## config.mk

```make
export PLATFORM = sky130hd
export DESIGN_NAME = sorted_multiset_table_unit
export DESIGN_NICKNAME = d
export VERILOG_FILES = /design/src/rtl/smt_pkg.sv /design/src/rtl/sorted_multiset_table_unit.sv /design/src/rtl/smt_ram.sv
export SDC_FILE = /design/constraint.sdc
export NUM_CORES = 1
export LEC_CHECK = 0
export BUFFER_PORTS_ARGS = -buffer_cell sky130_fd_sc_hd__buf_2
export CORE_ASPECT_RATIO = 1.2
export CORE_MARGIN = 3
export CORE_UTILIZATION = 55
export CTS_BUF_LIST = sky130_fd_sc_hd__clkbuf_4
export DETAILED_ROUTE_END_ITERATION = 8
export GPL_ROUTABILITY_DRIVEN = 0
export PLACE_DENSITY = 0.77
export SLEW_MARGIN = 20
export SYNTH_ARGS = -nofsm -noshare
export SYNTH_HDL_FRONTEND = slang
export SYNTH_SLANG_ARGS = --single-unit
```

## constraint.sdc

```tcl
create_clock -name clk -period 12 [get_ports clk]
set_input_delay 2.4 -clock clk [delete_from_list [all_inputs] [get_ports clk]]
set_output_delay 2.4 -clock clk [all_outputs]
set_load 0.02 [all_outputs]
```

## src/rtl/smt_pkg.sv

```systemverilog
`default_nettype none

package smt_pkg;

    // request modes
    localparam logic [2:0] MODE_INS_UNIQUE = 3'd0;
    localparam logic [2:0] MODE_INS_REPEAT = 3'd1;
    localparam logic [2:0] MODE_POP        = 3'd2;
    localparam logic [2:0] MODE_DELETE     = 3'd3;
    localparam logic [2:0] MODE_MEMBER     = 3'd4;
    localparam logic [2:0] MODE_COUNT      = 3'd5;

    // result status codes
    localparam logic [2:0] STAT_OK        = 3'd0;
    localparam logic [2:0] STAT_DUP       = 3'd1;
    localparam logic [2:0] STAT_EMPTY     = 3'd2;
    localparam logic [2:0] STAT_NOT_FOUND = 3'd3;
    localparam logic [2:0] STAT_FULL      = 3'd4;

    // external field widths
    localparam int MODE_W  = 3;
    localparam int KEY_W   = 16;
    localparam int COUNT_W = 7;

    typedef logic [COUNT_W-1:0] count_t;

endpackage

`default_nettype wire

```

## src/rtl/sorted_multiset_table_unit.sv

```systemverilog
`default_nettype none

// channel  | valid     | stall     | payload
// ---------+-----------+-----------+-------------------------------------------------
// request  | in_valid  | in_stall  | mode, key
// result   | out_valid | out_stall | status, popped_key, is_member, occurrences,
//          |           |           | table_size
//
// a request holds the unit from accept to the next accept: the accept, one read per stored
// entry, the ram's registered read, a check that sees the read pipe empty and the settling
// of the result in S_FIN
// the insert or delete shift rides along the same pass on the ram's write port
// reset clears the fill count and the control state; the ram itself is never cleared
// a stalled result holds in its register, and the next request waits only at its final cycle

module sorted_multiset_table_unit
    import smt_pkg::*;
#(
    parameter int CAPACITY = 64,
    parameter int KEY_BITS = 16
) (
    input  wire logic               clk,
    input  wire logic               rst_n,
    input  wire logic               in_valid,
    output logic                    in_stall,
    input  wire logic [MODE_W-1:0]  mode,
    input  wire logic [KEY_W-1:0]   key,
    output logic                    out_valid,
    input  wire logic               out_stall,
    output logic [2:0]              status,
    output logic [KEY_W-1:0]        popped_key,
    output logic                    is_member,
    output count_t                  occurrences,
    output count_t                  table_size
);

    localparam int IDX_W = $clog2(CAPACITY);
    localparam int CNT_W = $clog2(CAPACITY + 1);

    // sequencer states
    localparam logic [1:0] S_IDLE = 2'd0;
    localparam logic [1:0] S_SCAN = 2'd1;
    localparam logic [1:0] S_FIN  = 2'd2;

    // clamp a count to the 7-bit result field
    function automatic count_t sat7(input logic [CNT_W-1:0] v);
        sat7 = (32'(v) > 32'd127) ? count_t'(127) : count_t'(v);
    endfunction

    logic [1:0]          state_reg, state_next;
    logic [CNT_W-1:0]    rd_cnt_reg, rd_cnt_next;    // reads issued so far
    logic                d_vld_reg, d_vld_next;      // ram read data valid
    logic [IDX_W-1:0]    d_idx_reg, d_idx_next;      // index of the entry on ram_rdata
    logic [MODE_W-1:0]   mode_reg, mode_next;
    logic [KEY_BITS-1:0] key_reg, key_next;
    logic [CNT_W-1:0]    fill_reg, fill_next;
    logic [CNT_W-1:0]    occ_reg, occ_next;
    logic                ins_act_reg, ins_act_next;  // shifting right after insert point
    logic                del_act_reg, del_act_next;  // shifting left after removed entry
    logic [KEY_BITS-1:0] carry_reg, carry_next;      // entry displaced by the insert
    logic [KEY_BITS-1:0] pop_key_reg, pop_key_next;

    logic                out_valid_reg, out_valid_next;
    logic [2:0]          status_reg, status_next;
    logic [KEY_W-1:0]    popped_reg, popped_next;
    logic                member_reg, member_next;
    count_t              occ_out_reg, occ_out_next;
    count_t              size_reg, size_next;

    logic                ram_we;
    logic [IDX_W-1:0]    ram_waddr;
    logic [KEY_BITS-1:0] ram_wdata;
    logic [IDX_W-1:0]    ram_raddr;
    logic [KEY_BITS-1:0] ram_rdata;

    logic                accept;
    logic                load_ok;
    logic                is_ins;
    logic                full;
    logic                ins_ok;
    logic                ent_lt;
    logic                ent_eq;
    logic                ent_gt;
    logic [2:0]          fin_status;
    logic [CNT_W-1:0]    fin_occ;

    smt_ram #(
        .WIDTH (KEY_BITS),
        .DEPTH (CAPACITY)
    ) u_ram (
        .clk   (clk),
        .we    (ram_we),
        .waddr (ram_waddr),
        .wdata (ram_wdata),
        .raddr (ram_raddr),
        .rdata (ram_rdata)
    );

    assign in_stall    = (state_reg != S_IDLE);
    assign accept      = in_valid && !in_stall;
    assign load_ok     = !out_valid_reg || !out_stall;

    assign is_ins      = (mode_reg == MODE_INS_UNIQUE) || (mode_reg == MODE_INS_REPEAT);
    assign full        = (fill_reg == CNT_W'(CAPACITY));
    // all equal keys precede the first larger one, so the count is complete here
    assign ins_ok      = is_ins && !full
                         && ((mode_reg == MODE_INS_REPEAT) || (occ_reg == '0));

    // the one shared comparator against the request key
    assign ent_lt      = ram_rdata < key_reg;
    assign ent_eq      = ram_rdata == key_reg;
    assign ent_gt      = !ent_lt && !ent_eq;

    assign ram_raddr   = rd_cnt_reg[IDX_W-1:0];

    always_comb
    begin
        state_next     = state_reg;
        rd_cnt_next    = rd_cnt_reg;
        d_vld_next     = 1'b0;
        d_idx_next     = d_idx_reg;
        mode_next      = mode_reg;
        key_next       = key_reg;
        fill_next      = fill_reg;
        occ_next       = occ_reg;
        ins_act_next   = ins_act_reg;
        del_act_next   = del_act_reg;
        carry_next     = carry_reg;
        pop_key_next   = pop_key_reg;
        out_valid_next = out_valid_reg && out_stall;
        status_next    = status_reg;
        popped_next    = popped_reg;
        member_next    = member_reg;
        occ_out_next   = occ_out_reg;
        size_next      = size_reg;
        ram_we         = 1'b0;
        ram_waddr      = d_idx_reg;
        ram_wdata      = carry_reg;
        fin_status     = STAT_OK;
        fin_occ        = occ_reg;

        unique case (state_reg)
            S_IDLE:
            begin
                if (accept)
                begin
                    mode_next    = mode;
                    key_next     = KEY_BITS'(key);
                    rd_cnt_next  = '0;
                    occ_next     = '0;
                    ins_act_next = 1'b0;
                    del_act_next = 1'b0;
                    pop_key_next = '0;
                    state_next   = S_SCAN;
                end
            end

            S_SCAN:
            begin
                // issue the next read
                if (rd_cnt_reg < fill_reg)
                begin
                    rd_cnt_next = rd_cnt_reg + 1'b1;
                    d_vld_next  = 1'b1;
                    d_idx_next  = rd_cnt_reg[IDX_W-1:0];
                end
                else if (!d_vld_reg)
                begin
                    state_next = S_FIN;
                end

                // work on the entry that came back
                if (d_vld_reg)
                begin
                    occ_next = occ_reg + CNT_W'(ent_eq);
                    unique case (mode_reg) inside
                        MODE_INS_UNIQUE, MODE_INS_REPEAT:
                        begin
                            if (ins_act_reg)
                            begin
                                ram_we     = 1'b1;
                                ram_waddr  = d_idx_reg;
                                ram_wdata  = carry_reg;
                                carry_next = ram_rdata;
                            end
                            else if (ent_gt && ins_ok)
                            begin
                                ram_we       = 1'b1;
                                ram_waddr    = d_idx_reg;
                                ram_wdata    = key_reg;
                                carry_next   = ram_rdata;
                                ins_act_next = 1'b1;
                            end
                        end
                        MODE_POP, MODE_DELETE:
                        begin
                            if (del_act_reg)
                            begin
                                ram_we    = 1'b1;
                                ram_waddr = d_idx_reg - 1'b1;
                                ram_wdata = ram_rdata;
                            end
                            else if ((mode_reg == MODE_DELETE && ent_eq)
                                     || (mode_reg == MODE_POP && d_idx_reg == '0))
                            begin
                                del_act_next = 1'b1;
                            end
                            if (mode_reg == MODE_POP && d_idx_reg == '0)
                            begin
                                pop_key_next = ram_rdata;
                            end
                        end
                        default:
                        begin
                        end
                    endcase
                end
            end

            S_FIN:
            begin
                if (load_ok)
                begin
                    unique case (mode_reg) inside
                        MODE_INS_UNIQUE, MODE_INS_REPEAT:
                        begin
                            if (mode_reg == MODE_INS_UNIQUE && occ_reg != '0)
                            begin
                                fin_status = STAT_DUP;
                            end
                            else if (full)
                            begin
                                fin_status = STAT_FULL;
                            end
                            else
                            begin
                                // tail write: displaced entry, or the key when it is largest
                                ram_we    = 1'b1;
                                ram_waddr = fill_reg[IDX_W-1:0];
                                ram_wdata = ins_act_reg ? carry_reg : key_reg;
                                fill_next = fill_reg + 1'b1;
                            end
                        end
                        MODE_POP:
                        begin
                            fin_occ = '0;
                            if (fill_reg == '0)
                            begin
                                fin_status = STAT_EMPTY;
                            end
                            else
                            begin
                                fill_next = fill_reg - 1'b1;
                            end
                        end
                        MODE_DELETE:
                        begin
                            if (occ_reg == '0)
                            begin
                                fin_status = STAT_NOT_FOUND;
                            end
                            else
                            begin
                                fill_next = fill_reg - 1'b1;
                            end
                        end
                        default:
                        begin
                        end
                    endcase

                    out_valid_next = 1'b1;
                    status_next    = fin_status;
                    popped_next    = (mode_reg == MODE_POP) ? KEY_W'(pop_key_reg) : '0;
                    member_next    = (fin_occ != '0);
                    occ_out_next   = sat7(fin_occ);
                    size_next      = sat7(fill_next);
                    state_next     = S_IDLE;
                end
            end

            default:
            begin
                state_next = S_IDLE;
            end
        endcase
    end

    always_ff @(posedge clk or negedge rst_n)
    begin
        if (!rst_n)
        begin
            state_reg     <= S_IDLE;
            rd_cnt_reg    <= '0;
            d_vld_reg     <= 1'b0;
            fill_reg      <= '0;
            ins_act_reg   <= 1'b0;
            del_act_reg   <= 1'b0;
            out_valid_reg <= 1'b0;
        end
        else
        begin
            state_reg     <= state_next;
            rd_cnt_reg    <= rd_cnt_next;
            d_vld_reg     <= d_vld_next;
            fill_reg      <= fill_next;
            ins_act_reg   <= ins_act_next;
            del_act_reg   <= del_act_next;
            out_valid_reg <= out_valid_next;
        end
    end

    always_ff @(posedge clk)
    begin
        d_idx_reg   <= d_idx_next;
        mode_reg    <= mode_next;
        key_reg     <= key_next;
        occ_reg     <= occ_next;
        carry_reg   <= carry_next;
        pop_key_reg <= pop_key_next;
        status_reg  <= status_next;
        popped_reg  <= popped_next;
        member_reg  <= member_next;
        occ_out_reg <= occ_out_next;
        size_reg    <= size_next;
    end

    assign out_valid   = out_valid_reg;
    assign status      = status_reg;
    assign popped_key  = popped_reg;
    assign is_member   = member_reg;
    assign occurrences = occ_out_reg;
    assign table_size  = size_reg;

`ifndef SYNTHESIS
    a_fill_bound: assert property (@(posedge clk) disable iff (!rst_n)
        32'(fill_reg) <= CAPACITY)
        else $error("fill count above capacity");

    a_accept_scan: assert property (@(posedge clk) disable iff (!rst_n)
        accept |=> state_reg == S_SCAN)
        else $error("accepted request did not start a scan");

    a_fill_fin_only: assert property (@(posedge clk) disable iff (!rst_n)
        state_reg != S_FIN |=> $stable(fill_reg))
        else $error("fill count changed outside the final cycle");

    a_write_in_range: assert property (@(posedge clk) disable iff (!rst_n)
        ram_we |-> 32'(ram_waddr) < CAPACITY)
        else $error("ram write beyond capacity");

    a_result_from_fin: assert property (@(posedge clk) disable iff (!rst_n)
        $rose(out_valid_reg) |-> $past(state_reg == S_FIN))
        else $error("result raised outside the final cycle");
`endif

endmodule

`default_nettype wire

```

## src/rtl/smt_ram.sv

```systemverilog
`default_nettype none

module smt_ram #(
    parameter int WIDTH = 16,
    parameter int DEPTH = 64
) (
    input  wire logic                     clk,
    input  wire logic                     we,
    input  wire logic [$clog2(DEPTH)-1:0] waddr,
    input  wire logic [WIDTH-1:0]         wdata,
    input  wire logic [$clog2(DEPTH)-1:0] raddr,
    output logic      [WIDTH-1:0]         rdata
);

    logic [WIDTH-1:0] mem [DEPTH];

    always_ff @(posedge clk)
    begin
        if (we)
        begin
            mem[waddr] <= wdata;
        end
        rdata <= mem[raddr];
    end

endmodule

`default_nettype wire
```

==> summary.txt, run 1 <==
Floorplanning
  – Initial Util: 0.556
  – Count of standard-cell rows: 116
  – Die ar.: 88100 um^2
  – Die width: 271 um
  – Number of placed I/O pins: between 50 and 60
  – Die outline height: 325 um
  – Core area: 83600 um^2

Global routing
  – Total global-route track usage: 0.255
  – Total grt overflow: 0
  – Initial antenna violation count: 2
  – Vias in the first global route: 25795
  – Global-route wire length before repair: around 170000 um
  – Pin count of the biggest net entering global routing: 100

Yosys
  – Post-synthesis instance area: 46500 um^2
  – Netlist cell types: 66
  – Top flip-flop cell by instance count after synthesis: edfxtp_1
  – Number of flops mapped to enable cells by yosys: 1122
  – Dominant cell type by area after synthesis: edfxtp_1
  – Average footprint of a synthesized cell: ~21 um^2
  – Area contributors post-synth: edfxtp_1 72%, mux4_2 15%, dfrtp_1 1.1%, ha_1 0.89%, nor4_1 0.89%
  – Xor/xnor cell area share of the yosys netlist: 0.00169
  – Yosys warning total: 0
  – Share of Yosys cell area claimed by the top area cell type: 0.724
  – Net count of the mapped netlist: 2320
  – Post-synthesis async set-or-reset flop share: 0.0173
  – Compound-gate portion of the synthesized area: 0.0343
  – Largest family of logic cells by synthesized area: multiplexers
  – Top cell types by occurrence after synthesis: 1122 x edfxtp_1, 320 x mux4_2, 107 x clkbuf_1, 66 x nor4_1, 52 x nand2_1
  – Simple-gate area share of the yosys netlist: 0.0372
  – Multiplexer area fraction after synthesis: 0.161
  – Count leader, synth: edfxtp_1
  – Adder and majority gate portion of the synthesized area: 0.00888
  – Post-synthesis instance total: around 2300
  – Flip-flop and latch count after synthesis: 1158
  – Sequential share of the synthesized area: 0.742

Final layout
  – Number of flip-flops under the largest register name: 1024
  – Register containing the most flip-flops in the final layout: u_ram.mem
  – Cell area after layout: 52400 um^2
  – Multi-input gate area: about 12000 um^2
  – Growth of design area from synthesis to finish: 12.7%
  – Fraction of layout cells with a size suffix above 1: 0.366
  – Layout filler cell count: 5552
  – Sequential cell area: roughly 35000 um^2
  – NumNets Final: approximately 2600
  – Share of the core filled with cells: 0.627
  – Final cell count without fillers: between 3000 and 4000

Detailed routing
  – Total length of routed wires: 111000 um
  – Vias post-DR: 25248
  – Highest routed layer: met4
  – ANT nets after route: 0
  – Drt pass-1 iters: 6
  – Post-Route M1 WL: approximately 40000 um
  – Routed wl met2: around 55000 um
  – Number of DRC markers after the initial detailed-route iteration: 3354
  – DRC viols: 0
  – Avg WL per Cell: between 20 and 30 um
  – Via count normalized by instance count: 6.52
  – Met3 wire len: approximately 11000 um

Setup path
  – Launching element type of the critical path: register
  – CP max FO: 25
  – Worst path arrival time: 5.89 ns
  – Worst setup path class: reg2reg
  – Required time worst endpoint: approximately 13 ns
  – Sort of element at the end of the critical path: register

Clock network
  – Hold_buf cts: 0
  – # Post-CTS Setup Buffers: 0
  – CTS-repair resized insts: 0
  – Bufs on Longest Clock Path: 4
  – Inserted Clock Buffers: 284
  – Number of H-tree branching levels: 5
  – Clock Root Buffer: clkbuf_4
  – Clock network latency to the later pin of the worst-skew pair: 1.13 ns
  – Sink Count: 1158
  – CTS tree: done
  – Clk pin slew, worst setup/hold paths: 0.08 ns

Power
  – Internal power summed over all cells: 8.01 mW
  – Design Power: 12.3 mW
  – Sw Share: 0.347
  – Leakage: between 15 and 20 nW
  – Clock share of power: 0.245
  – Areal power density over the cells: 234 nW/um^2
  – Share of total power in sequential cells: 0.453
  – Switching Power: about 4.3 mW
  – Peak supply drop: 0.000203 V
  – Portion of total power attributed to combinational logic: 0.301

Timing
  – Headroom to the max-slew limit: 0.227
  – Setup repair after global routing missed its margin: no
  – Period utilization: 0.423
  – Worst hold slack: between 0.4 and 0.5 ns
  – Setup slack after layout: 6.92 ns
  – Sum Neg Setup Slack: 0 ns
  – Number of hold violations in the final report: 0
  – Min cycle time layout: 5.08 ns
  – Setup skew after layout: 0.0546 ns
  – Transition at the pin with the smallest max-transition slack: 1.16 ns
  – Max Clock Freq: 197 MHz
  – Final setup violation count: 0
  – Max-slew violation total from the final report: 0

Placed design
  – Half-perimeter wire length of the detailed placement result: 64800 um
  – IO buf count: 58
  – Area post-placement: between 40000 and 50000 um^2
  – Worst slack at placement: just under 6 ns
  – Instance count after placement with tap cells included: 3407

Run status
  – Outcome: complete, no violations

Flow run
  – # Max-Cap Violations: 0

Worst hold path
  – Worst hold path type: reg2reg
-- worst max-delay path, stage by stage, from the launching register on --
cell and delay (ns):
edfxtp_1 0.81, or2_0 0.52, a31o_2 0.39, or3_1 0.54, a311oi_1 0.53, nand2b_1 0.56
buf_4 0.40, nor4_4 0.75, buf_6 0.23
-- power groups by stage --
stage	Sequential [mW]	Combinational, mW	Clock [mW]
floorplan	5.57	2.14	0
global placement	5.63	3.50	0
detailed placement	5.64	3.66	0
CTS	5.55	3.67	3.08
global route	5.58	3.86	3.31
finish	5.56	3.70	3.01
-- cells by family after synthesis --
| logic type | Yosys count |
|---|---|
| fa+ha+maj | 33 |
| compound gates | 226 |
| flops | 1158 |
| mux | 344 |
| simple gates | 311 |
| xor+xnor | 9 |
| buf+inv | 183 |
-- routing by layer --
layer  vias to the layer above  global-route usage
met5                         -                   0
met4                         0               0.130
met3                       269              0.0578
met2                      1646               0.404
met1                     12986               0.338
li1                      10347                   -
-- layout by cell type (no fill, tap or decap), types with 7 or more instances in the layout --
cell / netlist / routed
nand2_1: 52 / 52
nor2_1: 45 / 44
and2_1: 45 / 45
or3_1: 7 / 7
dfrtp_1: 20 / 16
o221ai_1: 7 / 7
clkinv_1: 0 / 61
o22ai_1: 16 / 16
o211ai_1: 18 / 18
a2bb2oi_1: 12 / 12
xnor2_1: 7 / 7
a221o_1: 14 / 14
edfxtp_1: 1122 / 1122
mux2i_1: 8 / 8
buf_2: 4 / 58
a21oi_1: 39 / 26
mux2_2: 16 / 16
inv_1: 37 / 37
nor4_2: 4 / 61
nand3_1: 32 / 32
buf_4: 0 / 108
mux4_2: 320 / 320
o21ai_0: 21 / 20
ha_1: 33 / 33
a21oi_4: 0 / 13
a22oi_1: 32 / 32
dfxtp_1: 16 / 16
clkbuf_4: 0 / 385
nor3_1: 18 / 17
clkinv_2: 0 / 8
a31oi_1: 26 / 22
-- worst paths after layout --
check / from / endpoint / slack (ns) / cells after the start
worst max-delay path: mode_reg[1] / u_ram.mem[16][0] / 6.92 / 8
max in group asynchronous: rst_n / rd_cnt_reg[1] / 10.29 / 1
worst max register to register: mode_reg[1] / u_ram.mem[16][0] / 6.92 / 8
worst min-delay path: u_ram.rdata[0] / carry_reg[0] / 0.49 / 0
min in group asynchronous: rst_n / fill_reg[2] / 1.26 / 1
worst min register to register: u_ram.rdata[0] / carry_reg[0] / 0.49 / 0
-- cell type report --
cell class,instances,share of cell area
clock inverters,73,0.00692
repair buffers,172,0.0225
inverters,37,0.00265
multi-input cells,923,0.227
well taps,1121,0.0268
diodes,4,0.000191
clock buffers,385,0.0551
flip-flops and latches,1158,0.659
No activity file was read; power rests on OpenSTA's default activity.
==> run 2: changes to the inputs <==
==> constraint.sdc (replaced) <==
create_clock -name clk -period 4.73 [get_ports clk]
set_input_delay 0.946 -clock clk [delete_from_list [all_inputs] [get_ports clk]]
set_output_delay 0.946 -clock clk [all_outputs]
set_load 0.02 [all_outputs]
==> summary.txt, run 2 (synthesis gave the netlist of run 1 again) <==
Placed design
  – Area post-placement: 49600 um^2 (+1.0%)
  – Half-perimeter wire length of the detailed placement result: 67400 um (+4.0%)
  – IO buf count: 58 (unchanged)

Power
  – Leakage: 17.1 nW (+2.4%)
  – Switching Power: 10.8 mW (+150%)
  – Sw Share: 0.340 (-0.00640)
  – Areal power density over the cells: 595 nW/um^2 (+150%)
  – Share of total power in sequential cells: 0.443 (-0.010)
  – Clock share of power: 0.247 (+0.002)
  – Peak supply drop: 0.000418 V (+110%)
  – Portion of total power attributed to combinational logic: 0.311 (+0.010)
  – Internal power summed over all cells: 20.9 mW (+160%)

Clock network
  – Clock network latency to the later pin of the worst-skew pair: 1.11 ns (-0.02 ns)
  – Inserted Clock Buffers: 287 (+1.1%)
  – CTS tree: done
  – Clk pin slew, worst setup/hold paths: 0.07 ns (about the same)
  – Clock Root Buffer: clkbuf_4
  – Number of H-tree branching levels: 5 (unchanged)
  – CTS-repair resized insts: 0 (unchanged)
  – Sink Count: 1158 (unchanged)
  – Bufs on Longest Clock Path: 4 (unchanged)

Timing
  – Headroom to the max-slew limit: 0.243 (+0.0165)
  – Number of hold violations in the final report: 0 (unchanged)
  – Setup skew after layout: 0.130 ns (+0.0752 ns)
  – Setup repair after global routing missed its margin: no
  – Max Clock Freq: 230 MHz (+17%)
  – Max-slew violation total from the final report: 0 (unchanged)
  – Period utilization: 0.919 (+0.495)
  – Final setup violation count: 0 (unchanged)
  – Transition at the pin with the smallest max-transition slack: 1.13 ns (-0.0271 ns)
  – Sum Neg Setup Slack: 0 ns (unchanged)
  – Min cycle time layout: 4.34 ns (-0.736 ns)

Global routing
  – Initial antenna violation count: 2 (unchanged)
  – Total global-route track usage: 0.257 (+0.00112)
  – Global-route wire length before repair: 167000 um (+0.87%)
  – Total grt overflow: 0 (unchanged)
  – Vias in the first global route: 25966 (+0.66%)
  – Pin count of the biggest net entering global routing: 65 (-35%)

Detailed routing
  – Post-Route M1 WL: 40500 um (+3.0%)
  – Highest routed layer: met4
  – DRC viols: 0 (unchanged)
  – Routed wl met2: 54700 um (-0.66%)
  – Total length of routed wires: 111000 um (-0.28%)
  – ANT nets after route: 0 (unchanged)
  – Met3 wire len: 10000 um (-6.5%)
  – Avg WL per Cell: 28.2 um (-1.5%)
  – Drt pass-1 iters: 6 (unchanged)
  – Number of DRC markers after the initial detailed-route iteration: 3384 (+0.89%)
  – Vias post-DR: 25288 (+0.16%)
  – Via count normalized by instance count: 6.45 (-1.1%)

Final layout
  – Cell area after layout: 53200 um^2 (+1.5%)
  – Layout filler cell count: 5474 (-1.4%)
  – Commonest non-fill, non-tap cell in the layout: edfxtp_1
  – Growth of design area from synthesis to finish: 14.4%
  – NumNets Final: 2683 (+1.9%)
  – Fraction of layout cells with a size suffix above 1: 0.377 (+0.0110)
  – Most used cells in the layout excluding fill and tap cells: 1122 x edfxtp_1, 405 x clkbuf_4, 320 x mux4_2
  – Number of flip-flops under the largest register name: 1024 (unchanged)
  – Register containing the most flip-flops in the final layout: u_ram.mem

Floorplanning
  – Initial Util: 0.556 (unchanged)
  – Die ar.: 88100 um^2 (unchanged)
  – Count of standard-cell rows: 116 (unchanged)
  – Die width: 271 um (unchanged)
  – Number of placed I/O pins: 59 (unchanged)
  – Core area: 83600 um^2 (unchanged)
  – Die outline height: 325 um (unchanged)

Run status
  – Outcome: complete, no violations

Setup path
  – Worst setup path class: reg2reg
  – Launching element type of the critical path: register
  – CP max FO: 16 (-36%)
  – Sort of element at the end of the critical path: register
  – Worst path arrival time: 5.11 ns (-0.78 ns)
  – Required time worst endpoint: 5.49 ns (-7.32 ns)

Flow run
  – # Max-Cap Violations: 0 (unchanged)

Worst hold path
  – Worst hold path type: in2async
## run 2: final timing paths
kind,startpoint,end,slack (ns),cells after the start
max in group asynchronous,rst_n,rd_cnt_reg[3],3.96,2
worst min register to register,u_ram.rdata[0],carry_reg[0],0.49,0
worst max-delay path,fill_reg[0],u_ram.mem[26][14],0.39,10
worst max register to register,fill_reg[0],u_ram.mem[26][14],0.39,10
min in group clk,in_valid,state_reg[1],0.37,3
worst min-delay path,rst_n,state_reg[0],0.34,2
## run 2: power by group through the flow
| stage | clock [mW] | sequential [mW] | combinational (mW) |
|---|---|---|---|
| 5_1_grt | 8.53 | 14.1 | 10.3 |
| 3_5_place_dp | 0 | 14.2 | 9.75 |
| 2_1_floorplan | 0 | 14.0 | 5.49 |
| 3_3_place_gp | 0 | 14.2 | 9.44 |
| 6_report | 7.82 | 14.0 | 9.84 |
| 4_1_cts | 8.00 | 14.0 | 9.77 |
## run 2: timing repair
action / CTS / global route
buffers inserted: 0 / 0
hold buffers: 21 / 0
hold endpoints to repair: 40 / 0
## run 2: stage by stage
stage	cells	util	power, mW	setup slack (ns)	hold WS, ns
after global routing	3921	0.636	32.9	0.191	0.281
after detailed placement	3438	0.593	24.0	0.509	0.467
after floorplan	2264	-	19.5	-0.0292	0.430
after CTS	3919	0.636	31.8	0.431	0.220
after global placement	3438	0.593	23.6	0.695	0.463
final	3922	0.636	31.7	0.385	0.341
## run 2: final cells by class
class	instances	area (um^2)	share of cell area
multi-input cells	923	11900	0.224
repair buffers	220	1830	0.0345
diodes	3	7.51	0.000141
flip-flops and latches	1158	34500	0.649
well taps	1121	1400	0.0264
clock inverters	55	318	0.00597
clock buffers	405	3040	0.0572
inverters	37	139	0.00261
## run 2: worst max-delay path, cell delays in order, from the launching register on
cell and delay, ns:
dfrtp_1 0.49, inv_1 0.17, ha_1 0.26, nor3b_2 0.21, a31o_2 0.36, or3_1 0.54
a311oi_2 0.42, or4b_1 0.48, buf_4 0.29, nor4_4 0.48, buf_4 0.30
## run 2: layer usage
layer  up-vias  track usage
met1     13002        0.341
met4         0        0.130
met3       279       0.0592
met5         -            0
met2      1556        0.404
li1      10451            -
